--- src/sv/mjsc_pkg.sv ---
// ----------------------------------------------------------------------------
// mjsc_pkg
// Types, constants and helpers for the mecanum mixer and servo sequencer.
// ----------------------------------------------------------------------------
package mjsc_pkg;

  localparam int WHEEL_COUNT = 4;
  localparam int WHEEL_IDX_W = $clog2(WHEEL_COUNT);
  localparam int SLOT_W      = $clog2(WHEEL_COUNT + 1);
  localparam int GAP_W       = 11;
  localparam int DB_W        = 7;

  typedef logic [7:0] pulse_t;
  typedef pulse_t [WHEEL_COUNT-1:0] wheel_arr_t;
  typedef logic signed [7:0] offset_t;
  typedef logic signed [10:0] mix_t;

  typedef struct packed {
    logic [DB_W-1:0]  deadband;
    pulse_t           pulse_min;
    pulse_t           pulse_max;
    pulse_t           centre_pulse;
    logic [GAP_W-1:0] gap_ticks;
  } cfg_t;

  localparam cfg_t CFG_RESET = '{
    deadband:     7'd10,
    pulse_min:    8'd125,
    pulse_max:    8'd250,
    centre_pulse: 8'd187,
    gap_ticks:    11'd1875
  };

  typedef enum logic [2:0] {
    REG_DEADBAND  = 3'd0,
    REG_PULSE_MIN = 3'd1,
    REG_PULSE_MAX = 3'd2,
    REG_CENTRE    = 3'd3,
    REG_GAP_TICKS = 3'd4
  } reg_idx_t;

  localparam logic       CMD_TICK   = 1'b1;
  localparam logic [1:0] BTN_C_ONLY = 2'd1;
  localparam logic [1:0] BTN_Z_ONLY = 2'd2;
  localparam pulse_t     BAD_ACCEL  = 8'hFF;

  localparam logic [SLOT_W-1:0] SLOT_GAP       = SLOT_W'(WHEEL_COUNT);
  localparam logic [GAP_W-1:0]  SLOT_RESET_LEN = 11'd187;
  localparam pulse_t            WHEEL_RESET    = 8'd187;

  // bit k set: that wheel takes the term negated
  localparam logic [WHEEL_COUNT-1:0] MIX_FWD_NEG  = 4'b1100;
  localparam logic [WHEEL_COUNT-1:0] MIX_SIDE_NEG = 4'b0110;

  // (s - z) / 2, truncating toward zero
  function automatic offset_t halve_offset(pulse_t s, pulse_t z);
    logic signed [8:0] d;
    d = $signed({1'b0, s}) - $signed({1'b0, z});
    d = d + $signed({8'd0, d[8]});
    return d[8:1];
  endfunction

  // low bound tested first, so it wins when the bounds cross
  function automatic pulse_t clamp_pulse(mix_t v, pulse_t lo, pulse_t hi);
    pulse_t res;
    if (v < $signed({3'b000, lo})) begin
      res = lo;
    end else if (v > $signed({3'b000, hi})) begin
      res = hi;
    end else begin
      res = v[7:0];
    end
    return res;
  endfunction

endpackage

--- src/sv/mjsc_mixer.sv ---
// ----------------------------------------------------------------------------
// mjsc_mixer
// Stick offsets, deadband test and per-wheel mixing with signed clamp.
// ----------------------------------------------------------------------------
module mjsc_mixer (
  input  mjsc_pkg::cfg_t       cfg,
  input  mjsc_pkg::pulse_t     stick_x,
  input  mjsc_pkg::pulse_t     stick_y,
  input  mjsc_pkg::pulse_t     zero_x,
  input  mjsc_pkg::pulse_t     zero_y,
  input  logic                 rotate,
  output mjsc_pkg::wheel_arr_t wheel
);

  mjsc_pkg::offset_t           dx;
  mjsc_pkg::offset_t           dy;
  logic [mjsc_pkg::DB_W-1:0]   adx;
  logic [mjsc_pkg::DB_W-1:0]   ady;
  logic                        neutral;
  mjsc_pkg::mix_t              dx_w;
  mjsc_pkg::mix_t              dy_w;
  mjsc_pkg::mix_t              centre_w;

  always_comb begin
    dx       = mjsc_pkg::halve_offset(stick_x, zero_x);
    dy       = mjsc_pkg::halve_offset(stick_y, zero_y);
    // |offset| <= 127 after halving
    adx      = dx[7] ? mjsc_pkg::DB_W'(-dx) : dx[6:0];
    ady      = dy[7] ? mjsc_pkg::DB_W'(-dy) : dy[6:0];
    neutral  = (adx < cfg.deadband) && (ady < cfg.deadband);
    dx_w     = $signed({{3{dx[7]}}, dx});
    dy_w     = $signed({{3{dy[7]}}, dy});
    centre_w = $signed({3'b000, cfg.centre_pulse});
  end

  for (genvar k = 0; k < mjsc_pkg::WHEEL_COUNT; k++) begin : g_wheel
    mjsc_pkg::mix_t fwd_term;
    mjsc_pkg::mix_t side_term;
    mjsc_pkg::mix_t v;

    always_comb begin
      fwd_term  = mjsc_pkg::MIX_FWD_NEG[k] ? -dy_w : dy_w;
      side_term = mjsc_pkg::MIX_SIDE_NEG[k] ? -dx_w : dx_w;
      if (neutral) begin
        v = centre_w;
      end else if (rotate) begin
        v = centre_w - dx_w;
      end else begin
        v = centre_w + fwd_term + side_term;
      end
      wheel[k] = mjsc_pkg::clamp_pulse(v, cfg.pulse_min, cfg.pulse_max);
    end
  end

endmodule

--- src/sv/mecanum_joystick_servo_controller_core.sv ---
// ----------------------------------------------------------------------------
// mecanum_joystick_servo_controller_core: mecanum mixer and servo sequencer
// State and result register load at input transfer; result shows the next cycle.
// Throughput 1 item per cycle; input stalls only while a held result stalls.
// Synchronous active-low reset restores config and state; result regs keep value.
// ----------------------------------------------------------------------------
module mecanum_joystick_servo_controller_core (
  input  logic                                  clk,
  input  logic                                  rst_n,
  input  logic                                  cfg_we,
  input  logic [2:0]                            cfg_index,
  input  logic [10:0]                           cfg_wdata,
  input  logic                                  in_valid,
  output logic                                  in_stall,
  input  logic                                  in_cmd,
  input  logic [7:0]                            in_stick_x,
  input  logic [7:0]                            in_stick_y,
  input  logic [7:0]                            in_accel_z,
  input  logic [1:0]                            in_buttons,
  output logic                                  out_valid,
  input  logic                                  out_stall,
  output logic [mjsc_pkg::WHEEL_COUNT-1:0]      out_servo_pins,
  output logic [7:0]                            out_wheel0_pulse,
  output logic [7:0]                            out_wheel1_pulse,
  output logic [7:0]                            out_wheel2_pulse,
  output logic [7:0]                            out_wheel3_pulse,
  output logic                                  out_running
);

  mjsc_pkg::cfg_t                       cfg_r, cfg_nxt;
  logic                                 started_r, started_nxt;
  mjsc_pkg::pulse_t                     zero_x_r, zero_x_nxt;
  mjsc_pkg::pulse_t                     zero_y_r, zero_y_nxt;
  mjsc_pkg::wheel_arr_t                 wheel_r, wheel_nxt;
  logic [mjsc_pkg::SLOT_W-1:0]          slot_idx_r, slot_idx_nxt;
  logic [mjsc_pkg::GAP_W-1:0]           slot_rem_r, slot_rem_nxt;
  logic [mjsc_pkg::WHEEL_COUNT-1:0]     pins_r, pins_nxt;
  logic                                 out_valid_r, out_valid_nxt;
  logic [mjsc_pkg::WHEEL_COUNT-1:0]     out_pins_r;
  mjsc_pkg::wheel_arr_t                 out_wheel_r;
  logic                                 out_running_r;

  logic                                 in_xfer;
  logic                                 c_press;
  mjsc_pkg::pulse_t                     mix_zero_x;
  mjsc_pkg::pulse_t                     mix_zero_y;
  mjsc_pkg::wheel_arr_t                 mix_wheel;
  logic [mjsc_pkg::SLOT_W-1:0]          slot_step;

  assign in_stall = out_valid_r & out_stall;
  assign in_xfer  = in_valid & ~in_stall;
  assign c_press  = (in_buttons == mjsc_pkg::BTN_C_ONLY);

  // a C press re-zeroes before mixing
  assign mix_zero_x = c_press ? in_stick_x : zero_x_r;
  assign mix_zero_y = c_press ? in_stick_y : zero_y_r;

  mjsc_mixer u_mixer (
    .cfg     (cfg_r),
    .stick_x (in_stick_x),
    .stick_y (in_stick_y),
    .zero_x  (mix_zero_x),
    .zero_y  (mix_zero_y),
    .rotate  (in_buttons == mjsc_pkg::BTN_Z_ONLY),
    .wheel   (mix_wheel)
  );

  assign slot_step = (slot_idx_r >= mjsc_pkg::SLOT_GAP) ? '0 : slot_idx_r + 1'b1;

  always_comb begin
    cfg_nxt = cfg_r;
    if (cfg_we) begin
      case (mjsc_pkg::reg_idx_t'(cfg_index))
        mjsc_pkg::REG_DEADBAND:  cfg_nxt.deadband     = cfg_wdata[mjsc_pkg::DB_W-1:0];
        mjsc_pkg::REG_PULSE_MIN: cfg_nxt.pulse_min    = cfg_wdata[7:0];
        mjsc_pkg::REG_PULSE_MAX: cfg_nxt.pulse_max    = cfg_wdata[7:0];
        mjsc_pkg::REG_CENTRE:    cfg_nxt.centre_pulse = cfg_wdata[7:0];
        mjsc_pkg::REG_GAP_TICKS: cfg_nxt.gap_ticks    = cfg_wdata;
        default:                 cfg_nxt              = cfg_r;
      endcase
    end
  end

  always_comb begin
    started_nxt  = started_r;
    zero_x_nxt   = zero_x_r;
    zero_y_nxt   = zero_y_r;
    wheel_nxt    = wheel_r;
    slot_idx_nxt = slot_idx_r;
    slot_rem_nxt = slot_rem_r;
    pins_nxt     = pins_r;
    if (in_xfer) begin
      if (in_cmd == mjsc_pkg::CMD_TICK) begin
        if (started_r) begin
          if (slot_rem_r > mjsc_pkg::GAP_W'(1)) begin
            slot_rem_nxt = slot_rem_r - 1'b1;
          end else begin
            slot_idx_nxt = slot_step;
            if (slot_step == mjsc_pkg::SLOT_GAP) begin
              pins_nxt     = '0;
              slot_rem_nxt = cfg_r.gap_ticks;
            end else begin
              pins_nxt     = mjsc_pkg::WHEEL_COUNT'(1) << slot_step[mjsc_pkg::WHEEL_IDX_W-1:0];
              slot_rem_nxt = {3'b000, wheel_r[slot_step[mjsc_pkg::WHEEL_IDX_W-1:0]]};
            end
          end
        end
      end else if (!started_r) begin
        // first C press only arms the block; wheels untouched
        if (c_press) begin
          zero_x_nxt  = in_stick_x;
          zero_y_nxt  = in_stick_y;
          started_nxt = 1'b1;
        end
      end else if (in_accel_z != mjsc_pkg::BAD_ACCEL) begin
        zero_x_nxt = mix_zero_x;
        zero_y_nxt = mix_zero_y;
        wheel_nxt  = mix_wheel;
      end
    end
  end

  assign out_valid_nxt = in_xfer | (out_valid_r & out_stall);

  always_ff @(posedge clk) begin
    if (!rst_n) begin
      cfg_r       <= mjsc_pkg::CFG_RESET;
      started_r   <= 1'b0;
      zero_x_r    <= '0;
      zero_y_r    <= '0;
      wheel_r     <= {mjsc_pkg::WHEEL_COUNT{mjsc_pkg::WHEEL_RESET}};
      slot_idx_r  <= mjsc_pkg::SLOT_GAP;
      slot_rem_r  <= mjsc_pkg::SLOT_RESET_LEN;
      pins_r      <= '0;
      out_valid_r <= 1'b0;
    end else begin
      cfg_r       <= cfg_nxt;
      started_r   <= started_nxt;
      zero_x_r    <= zero_x_nxt;
      zero_y_r    <= zero_y_nxt;
      wheel_r     <= wheel_nxt;
      slot_idx_r  <= slot_idx_nxt;
      slot_rem_r  <= slot_rem_nxt;
      pins_r      <= pins_nxt;
      out_valid_r <= out_valid_nxt;
    end
  end

  // result register, loaded with the post-item state
  always_ff @(posedge clk) begin
    if (in_xfer) begin
      out_pins_r    <= pins_nxt;
      out_wheel_r   <= wheel_nxt;
      out_running_r <= started_nxt;
    end
  end

  assign out_valid        = out_valid_r;
  assign out_servo_pins   = out_pins_r;
  assign out_wheel0_pulse = out_wheel_r[0];
  assign out_wheel1_pulse = out_wheel_r[1];
  assign out_wheel2_pulse = out_wheel_r[2];
  assign out_wheel3_pulse = out_wheel_r[3];
  assign out_running      = out_running_r;

endmodule

--- config.mk ---
export PLATFORM = sky130hd
export DESIGN_NAME = mecanum_joystick_servo_controller_core
export DESIGN_NICKNAME = d
export VERILOG_FILES = /design/src/sv/mjsc_pkg.sv /design/src/sv/mjsc_mixer.sv /design/src/sv/mecanum_joystick_servo_controller_core.sv
export SDC_FILE = /design/constraint.sdc
export NUM_CORES = 1
export LEC_CHECK = 0
export ABC_AREA = 1
export BUFFER_PORTS_ARGS = -buffer_cell sky130_fd_sc_hd__buf_2
export CAP_MARGIN = 20
export CORE_MARGIN = 2
export CORE_UTILIZATION = 55
export DETAILED_ROUTE_END_ITERATION = 12
export PLACE_DENSITY = 0.73
export REMOVE_ABC_BUFFERS = 1
export SETUP_SLACK_MARGIN = 0.3
export SYNTH_ARGS = -nofsm -noshare
export SYNTH_HDL_FRONTEND = slang
export SYNTH_HIERARCHICAL = 1
export SYNTH_SLANG_ARGS = --single-unit
--- constraint.sdc ---
create_clock -name clk -period 8.95 [get_ports clk]
set_input_delay 0.4475 -clock clk [delete_from_list [all_inputs] [get_ports clk]]
set_output_delay 0.4475 -clock clk [all_outputs]
set_load 0.05 [all_outputs]
### Word level (Yosys, flattened, before mapping)

Cells that the tools add are included.
Widths: inputs -> output; s select.

* bits of input ports: 46
* bits in registers: 147
* word-level logic and storage cells: 120
* output and inout port bits: 39

* equality and inequality tests: 9
* mux-type cells: 42
* bitwise operators: 6
* add/sub/neg operators: 17
* reductions and logical operators: 10
* order comparisons: 13
* shifts and indexed selects: 1

Operator list (number)
* $mux 32: 4
* $mux 8: 15
* $mux 11: 10
* $gt 11x9->1: 4
* $lt 11x9->1: 4
* $neg 8->11: 2
* $mux 4: 5
* $add 9x2->9: 2
* $sub 8x8->9: 2
* $bmux 8 s2: 1
* $lt 7x7->1: 2
* $mux 7: 2
* $neg 7->7: 2
* $add 10x11->11: 1
* $add 10x8->11: 1
* $add 11x11->11: 1
* $add 11x8->11: 1
* $add 9x11->11: 1
* $gt 11x1->1 const B: 1
* $sub 11x1->11 const B: 1
* $add 9x8->10: 1
* $reduce_and 2->1: 5
* $sub 9x8->10: 1
* $ne 8x8->1 const B: 1
* 19 further kinds: 28

### Depth between registers and ports, before layout

* depth after elaboration: 16
* gate-level depth with buffers: 53
* mapped depth without buffers: 51

### Hierarchy

The synthesis kept the hierarchy.

Modules (own cells, without submodules)
* mjsc_mixer: area an instance 7838.8 um2, seq. area each 0.0 um2, cells an instance 1368, times used 1
* mecanum_joystick_servo_controller_core: area an instance 6284.8 um2, seq. area each 3313.2 um2, cells an instance 810, times used 1

### Least setup slack after synthesis

No wires, ideal clock.

* path kind: input to register
* start point: input in_buttons[1]
* end point: register out_wheel_r, in the netlist out_wheel3_pulse[1] (data pin)
* path buffers: 5
* cell stages on the path: 48
* setup time: 254 ps
* data arrival time: 6669 ps
* setup slack: 2027 ps
* required time: 8696 ps
* path through: inv_1 -> nand2_1 -> clkbuf_1 -> o21ai_0 -> inv_1 -> ha_1 -> inv_1 -> fa_1 -> nand3_1 -> nand3_1 -> nand2_1 -> nand2_2 -> nor2_4 -> ha_1 -> inv_1 -> nor2_4 -> nand3_2 -> nor2_2 -> [... 12 more ...] -> clkbuf_1 -> buf_1 -> nand2_1 -> nand2_1 -> inv_1 -> ha_1 -> a21oi_1 -> nor2_1 -> a211oi_1 -> o31ai_1 -> a21oi_1 -> o211ai_1 -> nand2_2 -> nand2_1 -> nand3_1 -> nand2_1 -> nand4_1 -> nand2_1

RTL lines
* start: declaration: line mecanum_joystick_servo_controller_core.sv:19 `input logic [1:0] in_buttons,`
* end signal: assignment: line mecanum_joystick_servo_controller_core.sv:153 `out_wheel_r <= wheel_nxt;`
* end: declaration: line mecanum_joystick_servo_controller_core.sv:40 `mjsc_pkg::wheel_arr_t out_wheel_r;`

==> metrics.txt <==
Clock Latency Late Sink=0.43 ns; Critical Path AT=8.04 ns; clock power share=0.123; CP Max Fanout=25; VDD IR max=0.2877 mV; type of origin of the critical path=input pin; EDFF count, synth=37; cell mode on critical path=nand2_1; I/O Buffers=84; asr flop ratio synth=0; most frequent cells in the layout=674 x nand2_1, 302 x inv_1, 181 x nand3_1; global-route wire length before repair=69,190 um; hold_ws=0.2272 ns; flop2flop setup slack=1.25 ns; CTS Buf Count=17; Sw Ratio=0.5743; Area growth, synth to finish=9.461%; largest net degree at the start of global routing=88; combinational fraction of design power=0.756; RePlAce Congestion=0.9728; initial DRC count=1,412; core box area=25,180 um2; Netlist Area Pre-Place=14,120 um2; grt ovf=0; register area share after synthesis=0.2346; CTS H-tree depth=4; clk slew on worst S/H paths=0.07 ns; number of fill cells=2,472; nets=2,452; NetSw=3.392 mW; DR vias=14,620; CTS tree=yes; min-delay src=cfg_wdata[8]; row cnt=58; CP startpoint=in_buttons[1]; RSZ-0062 raised after global routing=no; post-route ant nets=0; fmax=127.2 MHz; number of global-route vias before repair=13,360; Req. time, crit path=9.13 ns; minimum clock period=7.864 ns; die span in x=164.2 um; R2R Path Start=zero_y_r[0]; internal power=2.514 mW; Setup CP Type=input pin to register; cts hold-fix bufs=0; Worst Tran Pin Value=1.053 ns; max-slew violations=0; leakage power=8.202 nW; Vias per Instance=5.654; Die Y=164.2 um; register share of total power=0.121; Max-slew headroom=0.2963; DRC=0; commonest register cell after synthesis=dfxtp_1; skew final=0.01695 ns; Initial Utilization=0.5609; share of layout cells above drive strength 1=0.09885; Ant. Diodes=0; Mapped Cells=2,178; max cap viols=0; Setup-failing EPs final=0; yosys warns=6; worst hold path class=input pin to register; synthesized area per cell=6.485 um2; power density over cell area=382.0 nW/um2; CTS max path bufs=2; WL per Instance=17.04 um; router iterations before antenna repair=8; status=completed; CP endpoint kind=register; num ports=85; most common cell after layout, fill and taps aside=nand2_1; DPL Wire Length=34,980 um; root buffer cell=clkbuf_16; library cells used by synthesis=54; CP max stage delay=0.45 ns; Slowest-stage cell, CP=fa_1; DIE AREA=26,980 um2; post-synthesis register bit count=147; Final Hold Viols=0; Total GRT Usage=0.3280; clk sinks=147; final period utilization=0.8787; final wirelength=44,070 um; initial antenna violation count=0; final setup TNS=0 ns
-- routing by layer --
layer	routed length (um)	up-vias	global-route usage	share of wire
met5	0	-	0	0
met4	1920	0	0.1419	0.044
met3	2943	126	0.03586	0.067
met2	20500	592	0.5506	0.47
met1	18700	6636	0.4257	0.42
li1	-	7266	-	-
-- repair_timing --
action | CTS | global route
resized for setup | 0 | 1
setup endpoints to repair | 0 | 12
buffers inserted | 0 | 0
-- registers in the layout (all words and copies together) (netlist names) --
signal            count
cfg_r                42
out_running           1
out_servo_pins        4
out_valid             1
out_wheel0_pulse      8
out_wheel1_pulse      8
out_wheel2_pulse      8
out_wheel3_pulse      8
pins_r                4
slot_idx_r            3
slot_rem_r           11
started_r             1
wheel_r              32
zero_x_r              8
zero_y_r              8
-- stage by stage --
| step | total power [mW] | instances | cell area (um2) | util | setup WS [ns] |
|---|---|---|---|---|---|
| finish | 5.906 | 2586 | 15460 | 0.6139 | 1.086 |
| floorplan | 3.848 | 2129 | 13910 | - | 1.669 |
| global route | 6.454 | 2586 | 15460 | 0.6139 | 0.3563 |
| global placement | 4.999 | 2553 | 14820 | 0.5883 | 1.005 |
| CTS | 5.795 | 2585 | 15430 | 0.6127 | 1.262 |
| detailed placement | 5.055 | 2553 | 14820 | 0.5883 | 0.8332 |
-- synth_stat cells (13+ instances only) --
cell type | n | area [um2]
nand2_1 | 674 | 2530
inv_1 | 302 | 1134
nand3_1 | 181 | 905.9
ha_1 | 155 | 1939
a21oi_1 | 135 | 675.7
nor2_1 | 127 | 476.7
dfxtp_1 | 110 | 2202
o21ai_0 | 96 | 480.5
nand4_1 | 59 | 369.1
xor2_1 | 42 | 367.9
edfxtp_1 | 37 | 1111
clkbuf_1 | 26 | 97.59
nand3_2 | 20 | 200.2
nand2_2 | 19 | 118.9
nor3_1 | 16 | 80.08
o211ai_1 | 15 | 112.6
buf_2 | 14 | 70.07
xnor2_1 | 13 | 113.9
-- worst max-delay path: cells and delay by family --
kind	cells	cell delay [ns]
compound gates	13	2.43
simple gates	17	1.82
fa+ha+maj	5	1.71
xor+xnor	3	0.92
buf+inv	6	0.69
-- layout make-up --
cell class / count / area, um2 / area share
clock inverters: 15 / 188.9 / 0.01222
clock buffers: 17 / 425.4 / 0.02752
multi-input cells: 1666 / 9403 / 0.6082
inverters: 316 / 1194 / 0.07721
well taps: 330 / 412.9 / 0.02671
repair buffers: 95 / 523.0 / 0.03383
flip-flops and latches: 147 / 3313 / 0.2143
-- power by group through the flow --
stage          logic, mW  clock network, mW  registers [mW]
6_report            4.47              0.725           0.716
5_1_grt             4.98              0.761           0.717
4_1_cts             4.35              0.730           0.715
3_5_place_dp        4.32                  0           0.730
3_3_place_gp        4.27                  0           0.730
2_1_floorplan       3.10                  0           0.744
-- cell families after synthesis --
kind of cell,synth area share
xor+xnor,0.03721
fa+ha+maj,0.1487
compound gates,0.1262
buf+inv,0.09984
simple gates,0.3535
flops,0.2346
-- final timing paths --
path,to,depth (start not counted)
setup / recovery,out_wheel3_pulse[1],44
hold / removal,cfg_r[8],3
setup reg to reg,out_wheel3_pulse[1],42
hold reg to reg,zero_x_r[2],2
Note: power is estimated with default switching activity, not from simulation.
